### src/rtl/wip_pkg.sv
// ----------------------------------------------------------------------------
// wip_pkg: shared types and constants for the wavetable player
// Action codes, configuration register indexes, back-end sequencer states
// and default geometry.
// ----------------------------------------------------------------------------
package wip_pkg;

  localparam int DEF_ADDR_BITS   = 12;
  localparam int DEF_FRAC_BITS   = 16;
  localparam int DEF_SAMPLE_BITS = 16;

  // step, rate and offset registers are fixed at this width
  localparam int REG_W       = 29;
  localparam int CFG_IDX_W   = 2;
  localparam int QUEUE_DEPTH = 2;

  typedef enum logic [1:0] {
    ACT_TICK  = 2'd0,
    ACT_WRITE = 2'd1,
    ACT_RESET = 2'd2,
    ACT_ADD   = 2'd3
  } action_t;

  typedef enum logic [CFG_IDX_W-1:0] {
    CFG_LENGTH  = 2'd0,
    CFG_RATE    = 2'd1,
    CFG_OFFSET  = 2'd2,
    CFG_LOOPING = 2'd3
  } cfg_index_t;

  typedef enum logic [2:0] {
    ST_EXEC,
    ST_MOD,
    ST_MODFIX,
    ST_OFF,
    ST_RD1,
    ST_MUL,
    ST_FIN
  } back_state_t;

endpackage

### src/rtl/wip_front.sv
// ----------------------------------------------------------------------------
// wip_front: input side of the wavetable player
// Holds the configuration registers, takes input transfers, saturates the
// position step against the table span and pushes each item into the queue.
// ----------------------------------------------------------------------------
module wip_front #(
  parameter int ADDR_BITS   = wip_pkg::DEF_ADDR_BITS,
  parameter int FRAC_BITS   = wip_pkg::DEF_FRAC_BITS,
  parameter int SAMPLE_BITS = wip_pkg::DEF_SAMPLE_BITS
) (
  input  logic                                 clk,
  input  logic                                 rst_n,
  input  logic                                 cfg_we,
  input  logic [wip_pkg::CFG_IDX_W-1:0]        cfg_index,
  input  logic [wip_pkg::REG_W-1:0]            cfg_data,
  input  logic                                 in_valid,
  output logic                                 in_stall,
  input  logic [1:0]                           in_action,
  input  logic [ADDR_BITS-1:0]                 in_sample_index,
  input  logic signed [SAMPLE_BITS-1:0]        in_sample_value,
  input  logic signed [wip_pkg::REG_W-1:0]     in_time_step,
  input  logic                                 q_full,
  output logic                                 q_push,
  output wip_pkg::action_t                     q_action,
  output logic [ADDR_BITS-1:0]                 q_addr,
  output logic signed [SAMPLE_BITS-1:0]        q_value,
  output logic signed [ADDR_BITS+FRAC_BITS:0]  q_step,
  output logic [ADDR_BITS:0]                   len,
  output logic [ADDR_BITS+FRAC_BITS:0]         span,
  output logic signed [ADDR_BITS+FRAC_BITS:0]  off_sat,
  output logic                                 looping
);
  import wip_pkg::*;

  localparam int LEN_W  = ADDR_BITS + 1;
  localparam int SPAN_W = ADDR_BITS + FRAC_BITS + 1;
  localparam int SX_W   = ((REG_W > SPAN_W) ? REG_W : SPAN_W) + 1;

  localparam logic [LEN_W-1:0] LEN_MIN  = LEN_W'(2);
  localparam logic [LEN_W-1:0] LEN_MAX  = LEN_W'(1) << ADDR_BITS;
  localparam logic [REG_W-1:0] RATE_RST = REG_W'(1) << FRAC_BITS;

  logic [LEN_W-1:0]  len_reg_r, len_reg_nxt;
  logic [REG_W-1:0]  rate_r, rate_nxt;
  logic [REG_W-1:0]  offset_r, offset_nxt;
  logic              looping_r, looping_nxt;
  logic [SPAN_W-1:0] lim;
  action_t           act;

  function automatic logic signed [SPAN_W-1:0] sat_step(input logic [REG_W-1:0]  x,
                                                        input logic [SPAN_W-1:0] lim_in);
    logic signed [SX_W-1:0] xe;
    logic signed [SX_W-1:0] le;
    xe = {{(SX_W-REG_W){x[REG_W-1]}}, x};
    le = {{(SX_W-SPAN_W){1'b0}}, lim_in};
    if (xe > le) begin
      sat_step = SPAN_W'(le);
    end else if (xe < -le) begin
      sat_step = SPAN_W'(-le);
    end else begin
      sat_step = SPAN_W'(xe);
    end
  endfunction

  // configuration writes
  always_comb begin
    len_reg_nxt = len_reg_r;
    rate_nxt    = rate_r;
    offset_nxt  = offset_r;
    looping_nxt = looping_r;
    if (cfg_we) begin
      unique case (cfg_index_t'(cfg_index))
        CFG_LENGTH:  len_reg_nxt = cfg_data[LEN_W-1:0];
        CFG_RATE:    rate_nxt    = cfg_data;
        CFG_OFFSET:  offset_nxt  = cfg_data;
        CFG_LOOPING: looping_nxt = cfg_data[0];
      endcase
    end
  end

  always_ff @(posedge clk) begin
    if (!rst_n) begin
      len_reg_r <= LEN_MAX;
      rate_r    <= RATE_RST;
      offset_r  <= '0;
      looping_r <= 1'b0;
    end else begin
      len_reg_r <= len_reg_nxt;
      rate_r    <= rate_nxt;
      offset_r  <= offset_nxt;
      looping_r <= looping_nxt;
    end
  end

  always_comb begin
    if (len_reg_r < LEN_MIN) begin
      len = LEN_MIN;
    end else if (len_reg_r > LEN_MAX) begin
      len = LEN_MAX;
    end else begin
      len = len_reg_r;
    end
  end

  assign span    = {len, {FRAC_BITS{1'b0}}};
  assign lim     = span - SPAN_W'(1);
  assign off_sat = sat_step(offset_r, lim);
  assign looping = looping_r;

  // classify and push
  assign act      = action_t'(in_action);
  assign in_stall = q_full;
  assign q_push   = in_valid && !q_full;
  assign q_action = act;
  assign q_addr   = in_sample_index;
  assign q_value  = in_sample_value;
  assign q_step   = sat_step((act == ACT_TICK) ? rate_r : in_time_step, lim);

endmodule

### config.mk
export PLATFORM = sky130hd
export DESIGN_NAME = wip_front
export DESIGN_NICKNAME = d
export VERILOG_FILES = /design/src/rtl/wip_pkg.sv /design/src/rtl/wip_front.sv
export SDC_FILE = /design/constraint.sdc
export NUM_CORES = 1
export LEC_CHECK = 0
export ABC_CLOCK_PERIOD_IN_PS = 8900
export BUFFER_PORTS_ARGS = -buffer_cell sky130_fd_sc_hd__clkbuf_2
export CAP_MARGIN = 40
export CORE_UTILIZATION = 30
export CTS_BUF_LIST = sky130_fd_sc_hd__clkbuf_16
export CTS_CLUSTER_DIAMETER = 30
export DETAILED_ROUTE_END_ITERATION = 8
export PLACE_DENSITY = 0.51
export SLEW_MARGIN = 25
export SYNTH_ARGS = -nofsm -noshare
export SYNTH_HDL_FRONTEND = slang
export SYNTH_SLANG_ARGS = --single-unit
### constraint.sdc
create_clock -name clk -period 8.9 [get_ports clk]
set_clock_uncertainty 0.2 [all_clocks]
set_input_delay 0.445 -clock clk [delete_from_list [all_inputs] [get_ports clk]]
set_output_delay 0.445 -clock clk [all_outputs]
set_load 0.01 [all_outputs]
==> results.yml <==
synthesis:
  yosys_warnings: 0
  async_flop_share_pct: 0
  synthCells: 826
  synth.cell_area_um2: 6280
  ys_types: 72
  synth_top_family_by_area: "compound AO/OA/AOI/OAI gates"
  ys_seq_area_share_pct: 22.9
  synthMuxAreaShare_pct: 5.38
  synth-main-ff-cell: "dfxtp_1"
  synth-xor-area-share_pct: 0.558
  synth-simple-area-share_pct: 23.8
  synth_seq_cells: 72
  synth_edf_count: 0
  avgSynthCellArea_um2: 7.60
  synthAdderAreaFrac_pct: 10.8
  synth_compound_area_share_pct: 23.9
grt:
  grt_pass1_wl_um: 33300
  antenna_found_initial: 2
  grt_max_degree: 73
  grt-ovfl-total: 0
  grt_usage_pct: 20.2
  grt_pass1_vias: 5650
cts:
  cts_root_buf: "clkbuf_16"
  cts_setup_buffers: 0
  clock_sinks: 72
  clkLatencyLatePin_ns: 0.34
  clk_pin_slew_worst_paths_ns: 0.06
  htree_levels: 3
  ctsResizeCount: 0
  numCtsBuffers: 9
  cts_tree: "done"
  ctsLongestPathBuffers: 2
  postCtsHoldBufs: 0
placed_design:
  post-dp-hpwl_um: 17200
  io_buffer_count: 155
  gp_congestion: 0.890
final_layout:
  syn_to_final_growth_pct: 15.1
  num_antenna_cells: 0
  multi_input_area_um2: 4120
  filler_cell_count: 2198
  drive_gt1_share_pct: 22.9
  layout.nets: 1064
  regArea_um2: 1440
  fin_util_pct: 35.5
critical_path:
  reg2reg_depth: 2
  required_ns: 8.26
  startpoint: "len_reg_r[7]"
  critPathKind: "reg2out"
  end_kind: "primary output"
  worstPathArrival_ns: 6.23
  critPathLaunchType: "flop"
  reg2reg_from: "len_reg_r[12]"
  cp_max_fo: 19
floorplan:
  pin_count: 228
  die_y_um: 147
  dieWidth_um: 147
  rows: 52
  die_area_um2: 21500
  start_util_pct: 30.8
  coreArea_um2: 20400
timing:
  max_freq_ghz: 0.146
  period_share_pct: 77.2
  finalSetupTns_ns: 0
  drv_slew: 0
  setup_viol: 0
  rsz0062_at_grt: "no"
  relSlewSlack_pct: 50.3
  tightest_slew_ns: 0.743
  fin_crit_ns: 6.87
  hold_viol_final: 0
routing:
  antenna_left: 0
  drc_errors: 0
  wl_per_cell_um: 18.5
  dr.first_iter.drc_count: 350
  wl_um: 22100
  via_per_inst: 5.05
  drtPass1Iterations: 6
  vias: 6008
status:
  status: "complete, no violations"
power:
  power_leakage_nw: 3.30
  max-vdd-ir-drop_mv: 0.0894
  power.density_nw_per_um2: 134
job:
  cap_violations: 0
min_path:
  hold_start: "cfg_data[13]"
  hold_depth: 3
  min_path_type: "in2reg"
==> sequential cells by signal, summed over array words and instances (netlist names) <==
register,cells
len_reg_r,13
offset_r,29
rate_r,29
looping,1
==> routing by layer <==
layer  up-vias  routed length, um  global-route usage [%]
li1       2991                  -                       -
met1      2838              10100                    26.4
met2       156              10500                    34.0
met3        21               1120                    4.16
met4         2                291                    4.84
met5         -                 11                       0
==> synth_stat cells, drive strengths merged, types with 5 or more instances <==
cell,instances,area share [%]
nand3,7,0.56
a211o,5,0.70
nand2b,8,0.80
clkbuf,31,1.9
nand2,156,9.3
mux2,6,1.1
nor3b,5,0.68
nor4,13,1.4
o21ai,49,4.1
mux2i,27,4.3
a211oi,19,2.3
nor3,5,0.40
nor2,56,3.3
a21o,19,2.3
buf,76,8.7
inv,33,2.0
nand4,15,1.5
ha,54,11
a21boi,69,8.2
a21oi,13,1.0
or4,8,1.0
o211ai,10,1.2
dfxtp,72,23
nor2b,15,1.5
==> cell type report <==
| type | count | share of cell area, % |
|---|---|---|
| clock buffer | 9 | 3.12 |
| inverter | 33 | 1.71 |
| sequential | 72 | 19.9 |
| timing repair buffer | 170 | 12.7 |
| tap | 270 | 4.67 |
| multi-input combinational | 629 | 57.0 |
| clock inverter | 7 | 0.865 |
==> cell families (layout without fill, tap and decap cells) <==
| kind of cell | after synthesis | after routing |
|---|---|---|
| mux | 33 | 33 |
| simple gates | 311 | 311 |
| flops | 72 | 72 |
| other cells | 1 | 16 |
| fa+ha+maj | 54 | 54 |
| xor+xnor | 4 | 4 |
| buf+inv | 140 | 219 |
| compound gates | 211 | 211 |
==> report_power, final <==
group | switching, W | internal [W]
combinational | 0.000158 | 0.000103
sequential | 0.0000140 | 0.000333
clock | 0.000149 | 0.000215
==> through the flow <==
step / worst slack, ns / hold slack (ns) / instance area, um2 / total power (W) / std cells
2_1_floorplan: 3.59 / 0.235 / 6340 / 0.000533 / 841
3_3_place_gp: 2.47 / 0.252 / 6890 / 0.000614 / 1171
3_5_place_dp: 2.43 / 0.261 / 6930 / 0.000615 / 1173
4_1_cts: 2.02 / 0.141 / 7220 / 0.000982 / 1189
5_1_grt: 1.67 / 0.160 / 7230 / 0.00102 / 1190
6_report: 2.03 / 0.150 / 7230 / 0.000972 / 1190
==> path summary, 6_finish.rpt <==
check,slack (ns),endpoint
setup / recovery,2.03,q_step[18]
hold / removal,0.15,offset_r[13]
setup reg to reg,7.37,len_reg_r[12]
hold reg to reg,0.27,rate_r[22]
==> worst max-delay path, cell delays in order (launching register included) <==
cell and delay [ns]:
dfxtp_1 0.37, or3_1 0.46, nor4b_4 0.29, nand2b_1 0.08, and3_1 0.32, inv_1 0.18
ha_1 0.37, o21ai_0 0.17, xor2_1 0.44, inv_1 0.21, ha_1 0.38, nor4_1 0.45
o211ai_1 0.23, a2111oi_4 0.44, a311oi_2 0.06, buf_4 0.22, nand2_1 0.44, o21ai_1 0.17
a211oi_1 0.39, clkbuf_2 0.20
==> cells in the final DEF, fill, tap and decap left out, drive strengths merged, types with 3 or more instances in the layout <==
cell type,count
nor2,56
ha,54
a21boi,69
nand2,156
a31oi,3
clkinv,3
a21oi,13
buf,15
clkbuf,164
a211oi,19
nor2b,15
mux2,6
or2,3
a21o,19
o211ai,10
nand2b,8
nor4,13
nor4b,3
or4,8
o221ai,3
conb,16
mux2i,27
inv,35
o31ai,3
and3,3
o22ai,3
nand4,15
nor3b,5
nand3,7
nor3,5
dfxtp,72
a211o,5
o21ai,49
Note: power is estimated with default switching activity, not from simulation.
