File: config.mk
export PLATFORM = sky130hd
export DESIGN_NAME = wip_queue
export DESIGN_NICKNAME = d
export VERILOG_FILES = /design/src/rtl/wip_pkg.sv /design/src/rtl/wip_queue.sv
export SDC_FILE = /design/constraint.sdc
export NUM_CORES = 1
export LEC_CHECK = 0
export ABC_AREA = 1
export BUFFER_PORTS_ARGS = -buffer_cell sky130_fd_sc_hd__buf_2
export CAP_MARGIN = 5
export CORE_AREA = 5 5 105 107
export DETAILED_ROUTE_END_ITERATION = 10
export DIE_AREA = 0 0 110 112
export GPL_TIMING_DRIVEN = 0
export PLACE_DENSITY_LB_ADDON = 0.05
export SYNTH_ARGS = -nofsm -noshare
export SYNTH_HDL_FRONTEND = slang
export SYNTH_SLANG_ARGS = --single-unit
export TNS_END_PERCENT = 30
File: constraint.sdc
create_clock -name clk -period 3.6 [get_ports clk]
set_clock_uncertainty 0.1 [all_clocks]
set_input_delay 0.54 -clock clk [delete_from_list [all_inputs] [get_ports clk]]
set_output_delay 0.54 -clock clk [all_outputs]
set_load 0.01 [all_outputs]
File: src/rtl/wip_pkg.sv
// ----------------------------------------------------------------------------
// wip_pkg: shared types and constants for the wavetable player
// Action codes, configuration register indexes, back-end sequencer states
// and default geometry.
// ----------------------------------------------------------------------------
package wip_pkg;

  localparam int DEF_ADDR_BITS   = 12;
  localparam int DEF_FRAC_BITS   = 16;
  localparam int DEF_SAMPLE_BITS = 16;

  // step, rate and offset registers are fixed at this width
  localparam int REG_W       = 29;
  localparam int CFG_IDX_W   = 2;
  localparam int QUEUE_DEPTH = 2;

  typedef enum logic [1:0] {
    ACT_TICK  = 2'd0,
    ACT_WRITE = 2'd1,
    ACT_RESET = 2'd2,
    ACT_ADD   = 2'd3
  } action_t;

  typedef enum logic [CFG_IDX_W-1:0] {
    CFG_LENGTH  = 2'd0,
    CFG_RATE    = 2'd1,
    CFG_OFFSET  = 2'd2,
    CFG_LOOPING = 2'd3
  } cfg_index_t;

  typedef enum logic [2:0] {
    ST_EXEC,
    ST_MOD,
    ST_MODFIX,
    ST_OFF,
    ST_RD1,
    ST_MUL,
    ST_FIN
  } back_state_t;

endpackage

File: src/rtl/wip_queue.sv
// ----------------------------------------------------------------------------
// wip_queue: short item queue of the wavetable player
// Holds classified items between the input side and the sequencer so that
// each side can stall on its own.
// ----------------------------------------------------------------------------
module wip_queue #(
  parameter int ADDR_BITS   = wip_pkg::DEF_ADDR_BITS,
  parameter int FRAC_BITS   = wip_pkg::DEF_FRAC_BITS,
  parameter int SAMPLE_BITS = wip_pkg::DEF_SAMPLE_BITS
) (
  input  logic                                 clk,
  input  logic                                 rst_n,
  input  logic                                 push,
  input  wip_pkg::action_t                     push_action,
  input  logic [ADDR_BITS-1:0]                 push_addr,
  input  logic signed [SAMPLE_BITS-1:0]        push_value,
  input  logic signed [ADDR_BITS+FRAC_BITS:0]  push_step,
  output logic                                 full,
  input  logic                                 pop,
  output logic                                 valid,
  output wip_pkg::action_t                     head_action,
  output logic [ADDR_BITS-1:0]                 head_addr,
  output logic signed [SAMPLE_BITS-1:0]        head_value,
  output logic signed [ADDR_BITS+FRAC_BITS:0]  head_step
);
  import wip_pkg::*;

  localparam int SPAN_W = ADDR_BITS + FRAC_BITS + 1;
  localparam int PTR_W  = (QUEUE_DEPTH > 1) ? $clog2(QUEUE_DEPTH) : 1;
  localparam int CNT_W  = $clog2(QUEUE_DEPTH + 1);

  action_t                  act_r   [QUEUE_DEPTH];
  logic [ADDR_BITS-1:0]     addr_r  [QUEUE_DEPTH];
  logic signed [SAMPLE_BITS-1:0] value_r [QUEUE_DEPTH];
  logic signed [SPAN_W-1:0] step_r  [QUEUE_DEPTH];

  logic [PTR_W-1:0] wr_ptr_r, wr_ptr_nxt;
  logic [PTR_W-1:0] rd_ptr_r, rd_ptr_nxt;
  logic [CNT_W-1:0] cnt_r, cnt_nxt;

  function automatic logic [PTR_W-1:0] ptr_inc(input logic [PTR_W-1:0] p);
    if (p == PTR_W'(QUEUE_DEPTH - 1)) begin
      ptr_inc = '0;
    end else begin
      ptr_inc = p + PTR_W'(1);
    end
  endfunction

  always_comb begin
    wr_ptr_nxt = push ? ptr_inc(wr_ptr_r) : wr_ptr_r;
    rd_ptr_nxt = pop ? ptr_inc(rd_ptr_r) : rd_ptr_r;
    cnt_nxt    = cnt_r + CNT_W'(push) - CNT_W'(pop);
  end

  always_ff @(posedge clk) begin
    if (!rst_n) begin
      wr_ptr_r <= '0;
      rd_ptr_r <= '0;
      cnt_r    <= '0;
    end else begin
      wr_ptr_r <= wr_ptr_nxt;
      rd_ptr_r <= rd_ptr_nxt;
      cnt_r    <= cnt_nxt;
    end
  end

  always_ff @(posedge clk) begin
    if (push) begin
      act_r[wr_ptr_r]   <= push_action;
      addr_r[wr_ptr_r]  <= push_addr;
      value_r[wr_ptr_r] <= push_value;
      step_r[wr_ptr_r]  <= push_step;
    end
  end

  assign full        = (cnt_r == CNT_W'(QUEUE_DEPTH));
  assign valid       = (cnt_r != '0);
  assign head_action = act_r[rd_ptr_r];
  assign head_addr   = addr_r[rd_ptr_r];
  assign head_value  = value_r[rd_ptr_r];
  assign head_step   = step_r[rd_ptr_r];

endmodule

==> results list, run 1 <==
* RSZ-0062 raised after global routing: false
- For the worst setup path, the data arrival time is 1.72 ns.
- Counting flops with an async set or reset pin after synthesis yields a share of 0.
- Number of global-route vias before repair: 2528
- Grt total ovfl: 0
- CTS Hold Buffers Added: 0
* Power Total: 3.57 mW
- Cell type with the highest occurrence count on the critical path: sky130_fd_sc_hd__buf_2
* Chip Height: 112 um
- The first global-routing pass estimated 12300 um of wire.
- The critical path is of the reg -> out type.
- Port buffer count: 123
- Synth-to-Final Area Change: 31.1%
- The min-delay analysis places its worst path in the category in -> reg.
- IR analysis of the VDD net gives a maximum drop of 0.303 mV.
- Static timing analysis puts the maximum clock frequency at 424 MHz.
* Placed cell area: 0.00538 mm^2
* Final weighted congestion in routability-driven placement: 0.735
- The clock net in this run drives a total of 123 sinks.
- For the final routed database, the setup TNS stands at 0 ns.
- After clock tree synthesis, the clock-pin slew on the worst setup and hold paths is 0.05 ns.
- In this run the most critical hold path is launched from push_step[5].
- 124 I/O pins were placed.
- Initial DRT Pass Iterations: 4
- Leakage Power: 2.33 nW
- Once layout is complete, the cells apart from fillers number 511.
- Number of pins with negative max-slew slack in the final report: 0
- Worst reg-to-reg setup slack: 1.94 ns
- Full die area: 0.0123 mm^2
- Half-perimeter wire length of the detailed placement result: 5320 um
- Drt initial violations: 62
- CP endpoint kind: output port
- After floorplanning, the core was divided into 37 placement rows.
- Final period utilization: 0.655
- Post-layout minimum cycle time: 2.36 ns
* Antenna violations before repair: 1
- Synthesis produced a netlist whose cell count is 217.
* Synthesis warning total: 0
* Portion of synthesized cell area occupied by the leading cell type: 0.783
* #FFs+latches synth: 123
* Maximum number of buffers from clock root to sink: 2
- The biggest area contributor in the post-synthesis netlist is sky130_fd_sc_hd__edfxtp_1.
- Worst-skew pair later-pin latency: 0.50 ns
* Post-synth EDFFs: 118
* Sort of element at the start of the critical path: register
- Top flip-flop cell by instance count after synthesis: sky130_fd_sc_hd__edfxtp_1
* Critical path, cell by cell: buf_6, buf_2, mux2_2, buf_2
- Std-Cell Core Area: 0.0100 mm^2
* Number of buffers inserted to repair setup after CTS: 0
* Number of CTS-inserted buffers: 17
- The startpoint identified for the worst register-to-register timing path is wr_ptr_r.
* Portion of the post-synthesis area used by sequential elements: 0.805
- Post-route ant nets: 0
- Fillers: 792
* Via density per instance: 4.69
* Number of levels the H-tree was split into: 4
- Buffers & Inverters on Critical Path: 3
- Via Count: 2396
* Fraction of final layout cells with drive strength greater than 1: 0.584
* Worst hold path endpoint: step_r[0][5]
- Die Span X: 110 um
- Number of gates given a new drive strength after cts: 0
- In the routed design, unresolved DRC markers number 0.
- Post-synth top cells: sky130_fd_sc_hd__edfxtp_1 (118), sky130_fd_sc_hd__mux2_2 (49), sky130_fd_sc_hd__mux2_4 (10)
- CP required: 2.96 ns
- Setup violations remaining at the end of the flow were counted as 0.
- For the pin with the worst max-slew slack, the measured transition is 0.567 ns.
- For this run, the total global-route usage over all layers was measured as 0.136.
* Post-Syn Area per Cell: 20.9 um^2
- Routed WL: 7850 um
- Netlist cell types: 13
- CP peak stage delay: 0.38 ns
- On the critical path the largest part of the delay comes from buffers and inverters.
- Synthesis produced a netlist with a net count of 282.
- Final hold viol count: 0
* Cell area after layout: 0.00594 mm^2
- Crit-path max FO: 10
- Root Driver: sky130_fd_sc_hd__clkbuf_8
- Run status: finished clean
- Most frequently used cell type in the post-synthesis netlist: sky130_fd_sc_hd__edfxtp_1
- Max-capacitance violation count: 0
- Pwr per Cell Area: 602 mW/mm^2
- Pin count of the biggest net entering global routing: 37
- In the post-synthesis netlist, the biggest area contributors are sky130_fd_sc_hd__edfxtp_1 (78%), sky130_fd_sc_hd__mux2_2 (12%), sky130_fd_sc_hd__mux2_4 (3.3%).
- After detailed placement, the design holds a cell count of 479.
* Number of cells traversed by the worst hold path: 1
* Worst slew margin relative to its limit: 0.621
- After detailed routing, the average wire length per cell comes to 15.4 um.
* CTS tree: yes
- The number of cells on the worst reg-to-reg path is 3.
- The initial utilization of the core area, before any placement, comes to 0.451.
- CP max-delay cell: sky130_fd_sc_hd__mux2_2
- Number of antenna cells inserted: 0
- At the end of the flow, the number of nets in the layout was 427.
- Crit Reg-Reg Endpoint: value_r[1][10]
- The synthesized netlist occupies a cell area of 0.00453 mm^2.
- Final hold slack: 0.115 ns
[placed cells by master, fill, tap and decap left out]
| cell | instances |
|---|---|
| sky130_fd_sc_hd__clkbuf_8 | 1 |
| sky130_fd_sc_hd__nand3_1 | 1 |
| sky130_fd_sc_hd__buf_8 | 1 |
| sky130_fd_sc_hd__a21oi_1 | 1 |
| sky130_fd_sc_hd__nor2_4 | 1 |
| sky130_fd_sc_hd__buf_6 | 2 |
| sky130_fd_sc_hd__edfxtp_1 | 118 |
| sky130_fd_sc_hd__clkinv_2 | 5 |
| sky130_fd_sc_hd__clkbuf_1 | 4 |
| sky130_fd_sc_hd__clkbuf_16 | 16 |
| sky130_fd_sc_hd__dfxtp_1 | 5 |
| sky130_fd_sc_hd__mux2_4 | 10 |
| sky130_fd_sc_hd__ha_1 | 2 |
| sky130_fd_sc_hd__inv_1 | 6 |
| sky130_fd_sc_hd__mux2_2 | 49 |
| sky130_fd_sc_hd__buf_12 | 3 |
| sky130_fd_sc_hd__bufinv_16 | 3 |
| sky130_fd_sc_hd__inv_2 | 1 |
| sky130_fd_sc_hd__clkinv_1 | 3 |
| sky130_fd_sc_hd__nand2_1 | 9 |
| sky130_fd_sc_hd__nor2_1 | 7 |
| sky130_fd_sc_hd__buf_2 | 127 |
[layout make-up]
cell class / instances / area [um^2] / share of cell area
repair buffers: 126 / 676 / 0.114
multi-input cells: 80 / 808 / 0.136
well taps: 136 / 170 / 0.0287
flip-flops and latches: 123 / 3640 / 0.614
plain buffers: 7 / 57.6 / 0.00969
inverters: 7 / 26.3 / 0.00443
clock inverters: 11 / 126 / 0.0213
clock buffers: 21 / 429 / 0.0723
[sequential cells by signal (all words and copies together), names as in the netlist, named ones only]
register,cells
act_r,4
addr_r,24
cnt_r,2
rd_ptr_r,1
step_r,58
value_r,32
wr_ptr_r,1
[how the worst max path moves through the flow]
| stage | startpoint | endpoint | slack, ns | cells past startpoint |
|---|---|---|---|---|
| floorplan | push | act_r[0][0] | 0.99 | 2 |
| global placement | push | value_r[0][14] | -0.15 | 3 |
| detailed placement | push | value_r[1][14] | 1.65 | 4 |
| CTS | register | head_value[6] | 1.18 | 4 |
| global route | register | head_step[21] | 1.13 | 4 |
| finish | register | head_step[20] | 1.24 | 4 |
[cell families (layout without fill, tap and decap cells)]
| group | count (synthesis) | after routing | share of synthesized area |
|---|---|---|---|
| AO/OA/AOI/OAI | 1 | 1 | 0.00110 |
| adder cells (fa/ha/maj) | 2 | 2 | 0.00553 |
| flip-flops | 123 | 123 | 0.805 |
| multiplexers | 59 | 59 | 0.155 |
| AND/OR/NAND/NOR | 18 | 18 | 0.0152 |
| buffers and inverters | 14 | 172 | 0.0185 |
[routing by layer]
layer | wire (um) | GRT usage | part of all wire | up-vias
met5 | 7 | 0 | 0.00089 | -
met4 | 54 | 0.0474 | 0.0069 | 2
met3 | 813 | 0.0870 | 0.10 | 7
met2 | 3830 | 0.210 | 0.49 | 85
met1 | 3140 | 0.153 | 0.40 | 1169
li1 | - | - | - | 1133
[where the power goes]
| part | internal (mW) | switching (mW) | leakage, nW |
|---|---|---|---|
| registers | 1.66 | 0.0161 | 1.15 |
| logic | 0.154 | 0.160 | 0.905 |
| clock network | 1.04 | 0.548 | 0.276 |
[worst reg2reg max path: stages (launching register included)]
cell and delay [ns]:
sky130_fd_sc_hd__dfxtp_1 0.38, sky130_fd_sc_hd__nand2_1 0.10, sky130_fd_sc_hd__inv_2 0.43, sky130_fd_sc_hd__buf_12 0.30
[metrics by stage]
stage	setup WS [ns]	util
final	1.24	0.591
after global routing	1.13	0.591
after CTS	1.18	0.591
after detailed placement	1.65	0.536
after global placement	-0.151	0.529
after floorplan	0.986	-
Power figures use the tool's default switching activity.
==> run 2: changes to the inputs <==
- CORE_AREA: 5 5 105 107 -> 5 5 100 102
- DIE_AREA: 0 0 110 112 -> 0 0 105 107
- clock period: 3.6 -> 2.3 ns (I/O delays scaled with it)
==> run 2 against run 1 <==
Against the previous run: first-iteration DRC count rose by 140%; worst setup slack got worse by 1.1 ns; largest power group unchanged; global-route usage rose by 2.5 points; flip-flop and latch count did not move.
==> results list, run 2 (synthesis results as in run 1) <==
- Of the available clock period, the critical path in the final layout requires 0.938.
- Depth of the worst register-to-register path: 3
- The layout has 568 filler cells.
- Chip Height: 107 um
- Instance count after placement with tap cells included: 454
* Leakage Power: 2.59 nW
- Final core utilization: 0.726
- Pwr per Cell Area: 882 mW/mm^2
- The largest registers in the layout are step_r (58), value_r (32), addr_r (24).
* Fraction of final layout cells with drive strength greater than 1: 0.516
* Die Span X: 105 um
* Clk pin slew, worst setup/hold paths: 0.05 ns
- VDD sags by at most 0.488 mV.
- Root Driver: sky130_fd_sc_hd__clkbuf_8
- Commonest non-fill, non-tap cells in the layout: sky130_fd_sc_hd__buf_2 (127), sky130_fd_sc_hd__edfxtp_1 (118), sky130_fd_sc_hd__dlygate4sd3_1 (61), sky130_fd_sc_hd__mux2_2 (49), sky130_fd_sc_hd__clkbuf_16 (16)
* Flip-flop count of the largest register after layout: 58
- 0 antenna diodes ended up in the layout.
- Ports: 124
- Worst-skew pair later-pin latency: 0.50 ns
- Reg-to-reg critical path startpoint: wr_ptr_r
- Register ranked first by flip-flop count: step_r
- The core region is 0.00902 mm^2.
- Wirelength per Cell: 15.8 um
* Placed cell area: 0.00535 mm^2
- Most common library cell in the layout ignoring fill and taps: sky130_fd_sc_hd__buf_2
- Number of pins with negative max-slew slack in the final report: 0
* Worst slew margin relative to its limit: 0.506
- Crit Reg-Reg Endpoint: addr_r[1][0]
- Final weighted congestion in routability-driven placement: 0.704
- For this configuration, the core starts out at a cell density of 0.502.
* RSZ-0062 raised after global routing: false
- For the worst setup path, the data required time is 1.86 ns.
- TritonCTS built the clock tree.
- Total routing usage reported by global routing: 0.161
- The first TritonRoute pass finished after 4 iterations.
- Via density per instance: 4.81
- Crit-path max FO: 10
* Worst min-delay path category: in -> reg
- Post-route ant nets: 0
- The final layout contains routed wiring with a total length of 8640 um.
- The worst register-to-register path has a setup slack of 0.53 ns.
- After detailed routing, the number of remaining DRC violations is 0.
- OpenSTA, run right after detailed placement, puts the worst setup slack at 0.420 ns.
- Number of levels the H-tree was split into: 4
- Detailed placement finished with a half-perimeter wire length of 5510 um.
- Post-layout minimum cycle time: 2.16 ns
- Run status: finished clean
- Final Setup Violations: 0
- Post-route setup slack: 0.142 ns
* Full die area: 0.0112 mm^2
* TritonCTS Sinks: 123
- Maximum frequency from static timing analysis: 463 MHz
- Final hold viol count: 0
* Sort of element at the start of the critical path: register
- The finished layout holds 547 standard cells, fillers aside.
* Data arrival at the endpoint of the critical path: 1.71 ns
- The longest clock path from root to sink contains 2 buffers.
- For this run, the post-layout net count is 488.
* Number of gates given a new drive strength after cts: 0
- For hold timing, the worst endpoint is rd_ptr_r.
- Relative to the synthesized area, the layout overhead comes to 44.7%.
* Drt initial violations: 150
* Antenna violations before repair: 0
- Via Count: 2631
* Cell area after layout: 0.00655 mm^2
- Classification of the worst setup path: reg -> out
* Pin count of the biggest net entering global routing: 33
- Port buffer count: 123
- The first global-routing pass estimated 14000 um of wire.
- Across the run, the number of max-cap violations was 0.
* Transition time of the tightest slew-check pin: 0.740 ns
- The total overflow left after global routing is 0.
- The worst hold path passes through 3 cells.
- CP endpoint kind: output port
- The initialized floorplan defines 35 standard-cell rows.
* Number of global-route vias before repair: 2873
* Number of CTS-inserted buffers: 17
- Worst hold path startpoint: pop
==> run 2: cell count changes in the layout (fill, tap and decap cells not counted) <==
cell / previous run / this run
sky130_fd_sc_hd__clkinvlp_4: 0 / 3
sky130_fd_sc_hd__inv_6: 0 / 1
sky130_fd_sc_hd__dlygate4sd3_1: 0 / 61
sky130_fd_sc_hd__clkbuf_1: 4 / 0
sky130_fd_sc_hd__clkinv_4: 0 / 4
sky130_fd_sc_hd__clkinv_1: 3 / 1
sky130_fd_sc_hd__clkinv_2: 5 / 3
==> run 2: layer usage <==
metal  vias to the layer above  share of wire  global-route usage
met1                      1265           0.40               0.178
met4                         0          0.011              0.0648
li1                       1255              -                   -
met5                         -              0                   0
met2                        99           0.52               0.280
met3                        12          0.071              0.0632
==> run 2: worst max-delay path by stage <==
stage               cells past startpoint             to      from  slack (ns)
floorplan                               2    act_r[1][0]  wr_ptr_r        0.18
global placement                        3  value_r[1][0]      push       -0.62
detailed placement                      4  value_r[1][0]      push        0.42
CTS                                     5  head_step[25]  register        0.08
global route                            4  head_value[6]  register        0.04
finish                                  5  head_step[25]  register        0.14
==> run 2: timing repair <==
item / CTS / global route
buffers inserted: 0 / 0
endpoints found under the hold margin: 121 / 0
hold buffers: 61 / 0
==> run 2: per-stage QoR <==
stage               TNS, ns  hold slack (ns)  total power, mW
floorplan                 0            0.338             2.94
global placement     -44.11            0.377             3.15
detailed placement        0            0.393             3.17
CTS                       0          0.00588             5.85
global route              0           0.0321             6.00
finish                    0           0.0290             5.78
==> run 2: final cells by class <==
class,count,area (um^2),area share
Buffer,7,57.6,0.00879
Clock inverter,15,175,0.0267
Timing Repair Buffer,187,1290,0.196
Multi-Input combinational cell,80,808,0.123
Inverter,7,26.3,0.00401
Clock buffer,17,414,0.0632
Sequential cell,123,3640,0.556
Tap cell,111,139,0.0212
==> run 2: where the power goes <==
group          internal, mW  switching (mW)  leakage (nW)  total (mW)
logic                 0.308           0.270          1.16       0.579
registers              2.59          0.0283          1.15        2.62
clock network          1.65           0.935         0.282        2.58
total                  4.55            1.23          2.59        5.78
==> run 2: critical path: stages, from the launching register on <==
cell	delay (ns)
sky130_fd_sc_hd__dfxtp_1	0.32
sky130_fd_sc_hd__buf_6	0.12
sky130_fd_sc_hd__buf_6	0.15
sky130_fd_sc_hd__buf_8	0.17
sky130_fd_sc_hd__mux2_4	0.31
sky130_fd_sc_hd__buf_2	0.14
==> run 3: changes to the inputs <==
- CORE_AREA: 5 5 100 102 -> 5 5 85 119
- DIE_AREA: 0 0 105 107 -> 0 0 90 124
==> run 3 against run 2 <==
Against the previous run: combinational power decreased by 16%; fmax is 5.2% higher; first-iteration DRC count decreased by 32%; largest cell class unchanged; non-clock buffer count decreased by 62; cell count shrank 12%; largest power group unchanged; clock power shrank 3%; die area down 0.67%; critical path type unchanged; worst setup slack better by 0.11 ns; via count fell by 12%.
==> results list, run 3 (synthesis results as in run 1) <==
- Number of standard cells in the layout, taps in and fillers out: 481
* Crit-path max FO: 10
- The share of total power dissipated in combinational logic is 0.086.
- Synth-to-Final Area Change: 30.1%
* Final Setup Violations: 0
- After floorplanning, the core was sized to cover 0.00887 mm^2.
- On the critical path, the stage with the largest delay is an instance of sky130_fd_sc_hd__dfxtp_1.
* Wirelength per Cell: 16.2 um
- After detailed placement, the design holds a cell count of 449.
* Post-layout minimum cycle time: 2.05 ns
- Die Span X: 90 um
* Cell area after layout: 0.00589 mm^2
- Grt total ovfl: 0
- Worst reg-to-reg setup slack: 0.55 ns
- Number of global-route vias before repair: 2473
- Hold repair after CTS inserted 0 buffers.
- Sort of element at the start of the critical path: register
* RSZ-0062 raised after global routing: false
- At the worst endpoint, the required time is 1.86 ns.
* Commonest non-fill, non-tap cells in the layout: sky130_fd_sc_hd__buf_2 (127), sky130_fd_sc_hd__edfxtp_1 (118), sky130_fd_sc_hd__mux2_2 (49), sky130_fd_sc_hd__clkbuf_16 (17), sky130_fd_sc_hd__mux2_4 (10)
- Depth of the worst register-to-register path: 2
- At the end of routability-driven placement, the weighted congestion stood at 0.666.
* Crit Reg-Reg Endpoint: step_r[0][25]
- Via density per instance: 4.82
- Of the total power, the share spent switching nets is 0.198.
* Initial DRT Pass Iterations: 4
* Number of pins with negative max-slew slack in the final report: 0
* Number of CTS-inserted buffers: 17
* Maximum frequency from static timing analysis: 488 MHz
- Number of buffers inserted to repair setup after CTS: 0
- For this block, the routed nets add up to 7810 um of wire.
* Final core utilization: 0.664
* TritonCTS Sinks: 123
- The register with the most flip-flops in the layout has 58 of them.
- Of the total power, the clock network draws 0.447.
* Port buffer count: 123
* Worst min-delay path category: in -> reg
- Most common library cell in the layout ignoring fill and taps: sky130_fd_sc_hd__buf_2
- Classification of the worst setup path: reg -> out
- Antenna violations before repair: 0
- Detailed routing inserted a total of 2320 vias.
* Worst vdd ir: 0.709 mV
- The largest registers in the layout are step_r (58), value_r (32), addr_r (24).
- The flow ran to the end, and the final reports show no timing, DRC or antenna violations.
* Flop pwr share: 0.467
- STA classifies the critical path endpoint as an output port.
- Pwr per Cell Area: 954 mW/mm^2
- Following the worst setup path forward leads to its endpoint at head_step[23].
- Number of levels the H-tree was split into: 4
* Number of antenna cells inserted: 0
* Half-perimeter wire length of the detailed placement result: 5430 um
- The completed layout was analyzed and its total power is 5.62 mW.
* Worst slew margin relative to its limit: 0.414
- The floorplan has 41 rows.
- Of the cells placed in the final design, the portion with a size suffix greater than 1 is 0.580.
- For this design the static power due to leakage is 2.32 nW.
- Grouping stages by cell kind, the critical path spends the most delay in buffers and inverters.
- Switch Pwr: 1.11 mW
- Register ranked first by flip-flop count: step_r
- In this design, the stage delay of the slowest critical-path cell is 0.32 ns.
- Pin count of the biggest net entering global routing: 33
* Full die area: 0.0112 mm^2
* Post-route ant nets: 0
- Max-capacitance violation count: 0
* Drt initial violations: 102
* Ports: 124
- In this run the vertical extent of the chip is 124 um.
* Maximum number of buffers from clock root to sink: 2
- Stages on the worst setup path: 5
- Data arrival at the endpoint of the critical path: 1.61 ns
- Buffers & Inverters on Critical Path: 4
- At the pin with the least slew margin, the transition time is 0.877 ns.
- Reg-to-reg critical path startpoint: wr_ptr_r
- In the global route stage, overall resource usage came out at 0.143.
* Final period utilization: 0.892
- TritonCTS built the clock tree.
* Drc violations: 0
* Wire length of the first global-routing pass: 12000 um
* Clk pin slew, worst setup/hold paths: 0.05 ns
- Clock latency on the worst-skew pair, taken at its later pin, is 0.40 ns.
* Root Driver: sky130_fd_sc_hd__clkbuf_16
- The net count of the finished layout is 426.
- Final hold viol count: 0
- Once placement finished, the instance area stood at 0.00533 mm^2.
- Cell type with the highest occurrence count on the critical path: sky130_fd_sc_hd__buf_6
- Critical path, cell by cell: buf_6, buf_6, buf_8, mux2_4, buf_2
- The layout has 676 filler cells.
* Number of gates given a new drive strength after cts: 0
* Effective utilization at floorplan: 0.510
* Internal: 4.50 mW
-- run 3: routing by layer --
metal / GRT usage / vias up / wire length [um]
li1: - / 1129 / -
met1: 0.146 / 1103 / 2910
met2: 0.250 / 82 / 4250
met3: 0.0616 / 6 / 558
met4: 0.0754 / 0 / 95
met5: 0 / - / 0
-- run 3: per-stage QoR --
stage / hold slack [ns] / TNS, ns / worst slack (ns)
after floorplan: 0.338 / 0 / 0.175
after global placement: 0.378 / -40.21 / -0.585
after detailed placement: 0.388 / 0 / 0.333
after CTS: 0.0110 / 0 / 0.203
after global routing: 0.0120 / 0 / 0.167
final: 0.0331 / 0 / 0.249
-- run 3: worst min-delay path by stage --
stage | from | to | slack [ns] | depth (start not counted)
2_1_floorplan | rst_n | cnt_r[0] | 0.34 | 2
3_3_place_gp | rd_ptr_r | rd_ptr_r | 0.38 | 2
3_5_place_dp | rd_ptr_r | register | 0.39 | 2
4_1_cts | push_value[6] | value_r[1][6] | 0.01 | 1
5_1_grt | push_value[2] | value_r[1][2] | 0.01 | 1
6_report | push_value[6] | value_r[1][6] | 0.03 | 1
-- run 3: layout make-up --
cell class,count,area [um^2],share of cell area
inverters,7,26.3,0.00446
multi-input cells,80,808,0.137
flip-flops and latches,123,3640,0.619
plain buffers,7,57.6,0.00977
well taps,107,134,0.0227
clock buffers,20,437,0.0741
repair buffers,125,656,0.111
clock inverters,12,129,0.0219
-- run 3: power by group through the flow --
stage                     sequential, mW  combinational, mW  clock, mW
final                               2.62              0.485       2.51
after floorplan                     2.66              0.280          0
after detailed placement            2.67              0.497          0
after global routing                2.63              0.534       2.69
after CTS                           2.62              0.499       2.57
after global placement              2.67              0.480          0
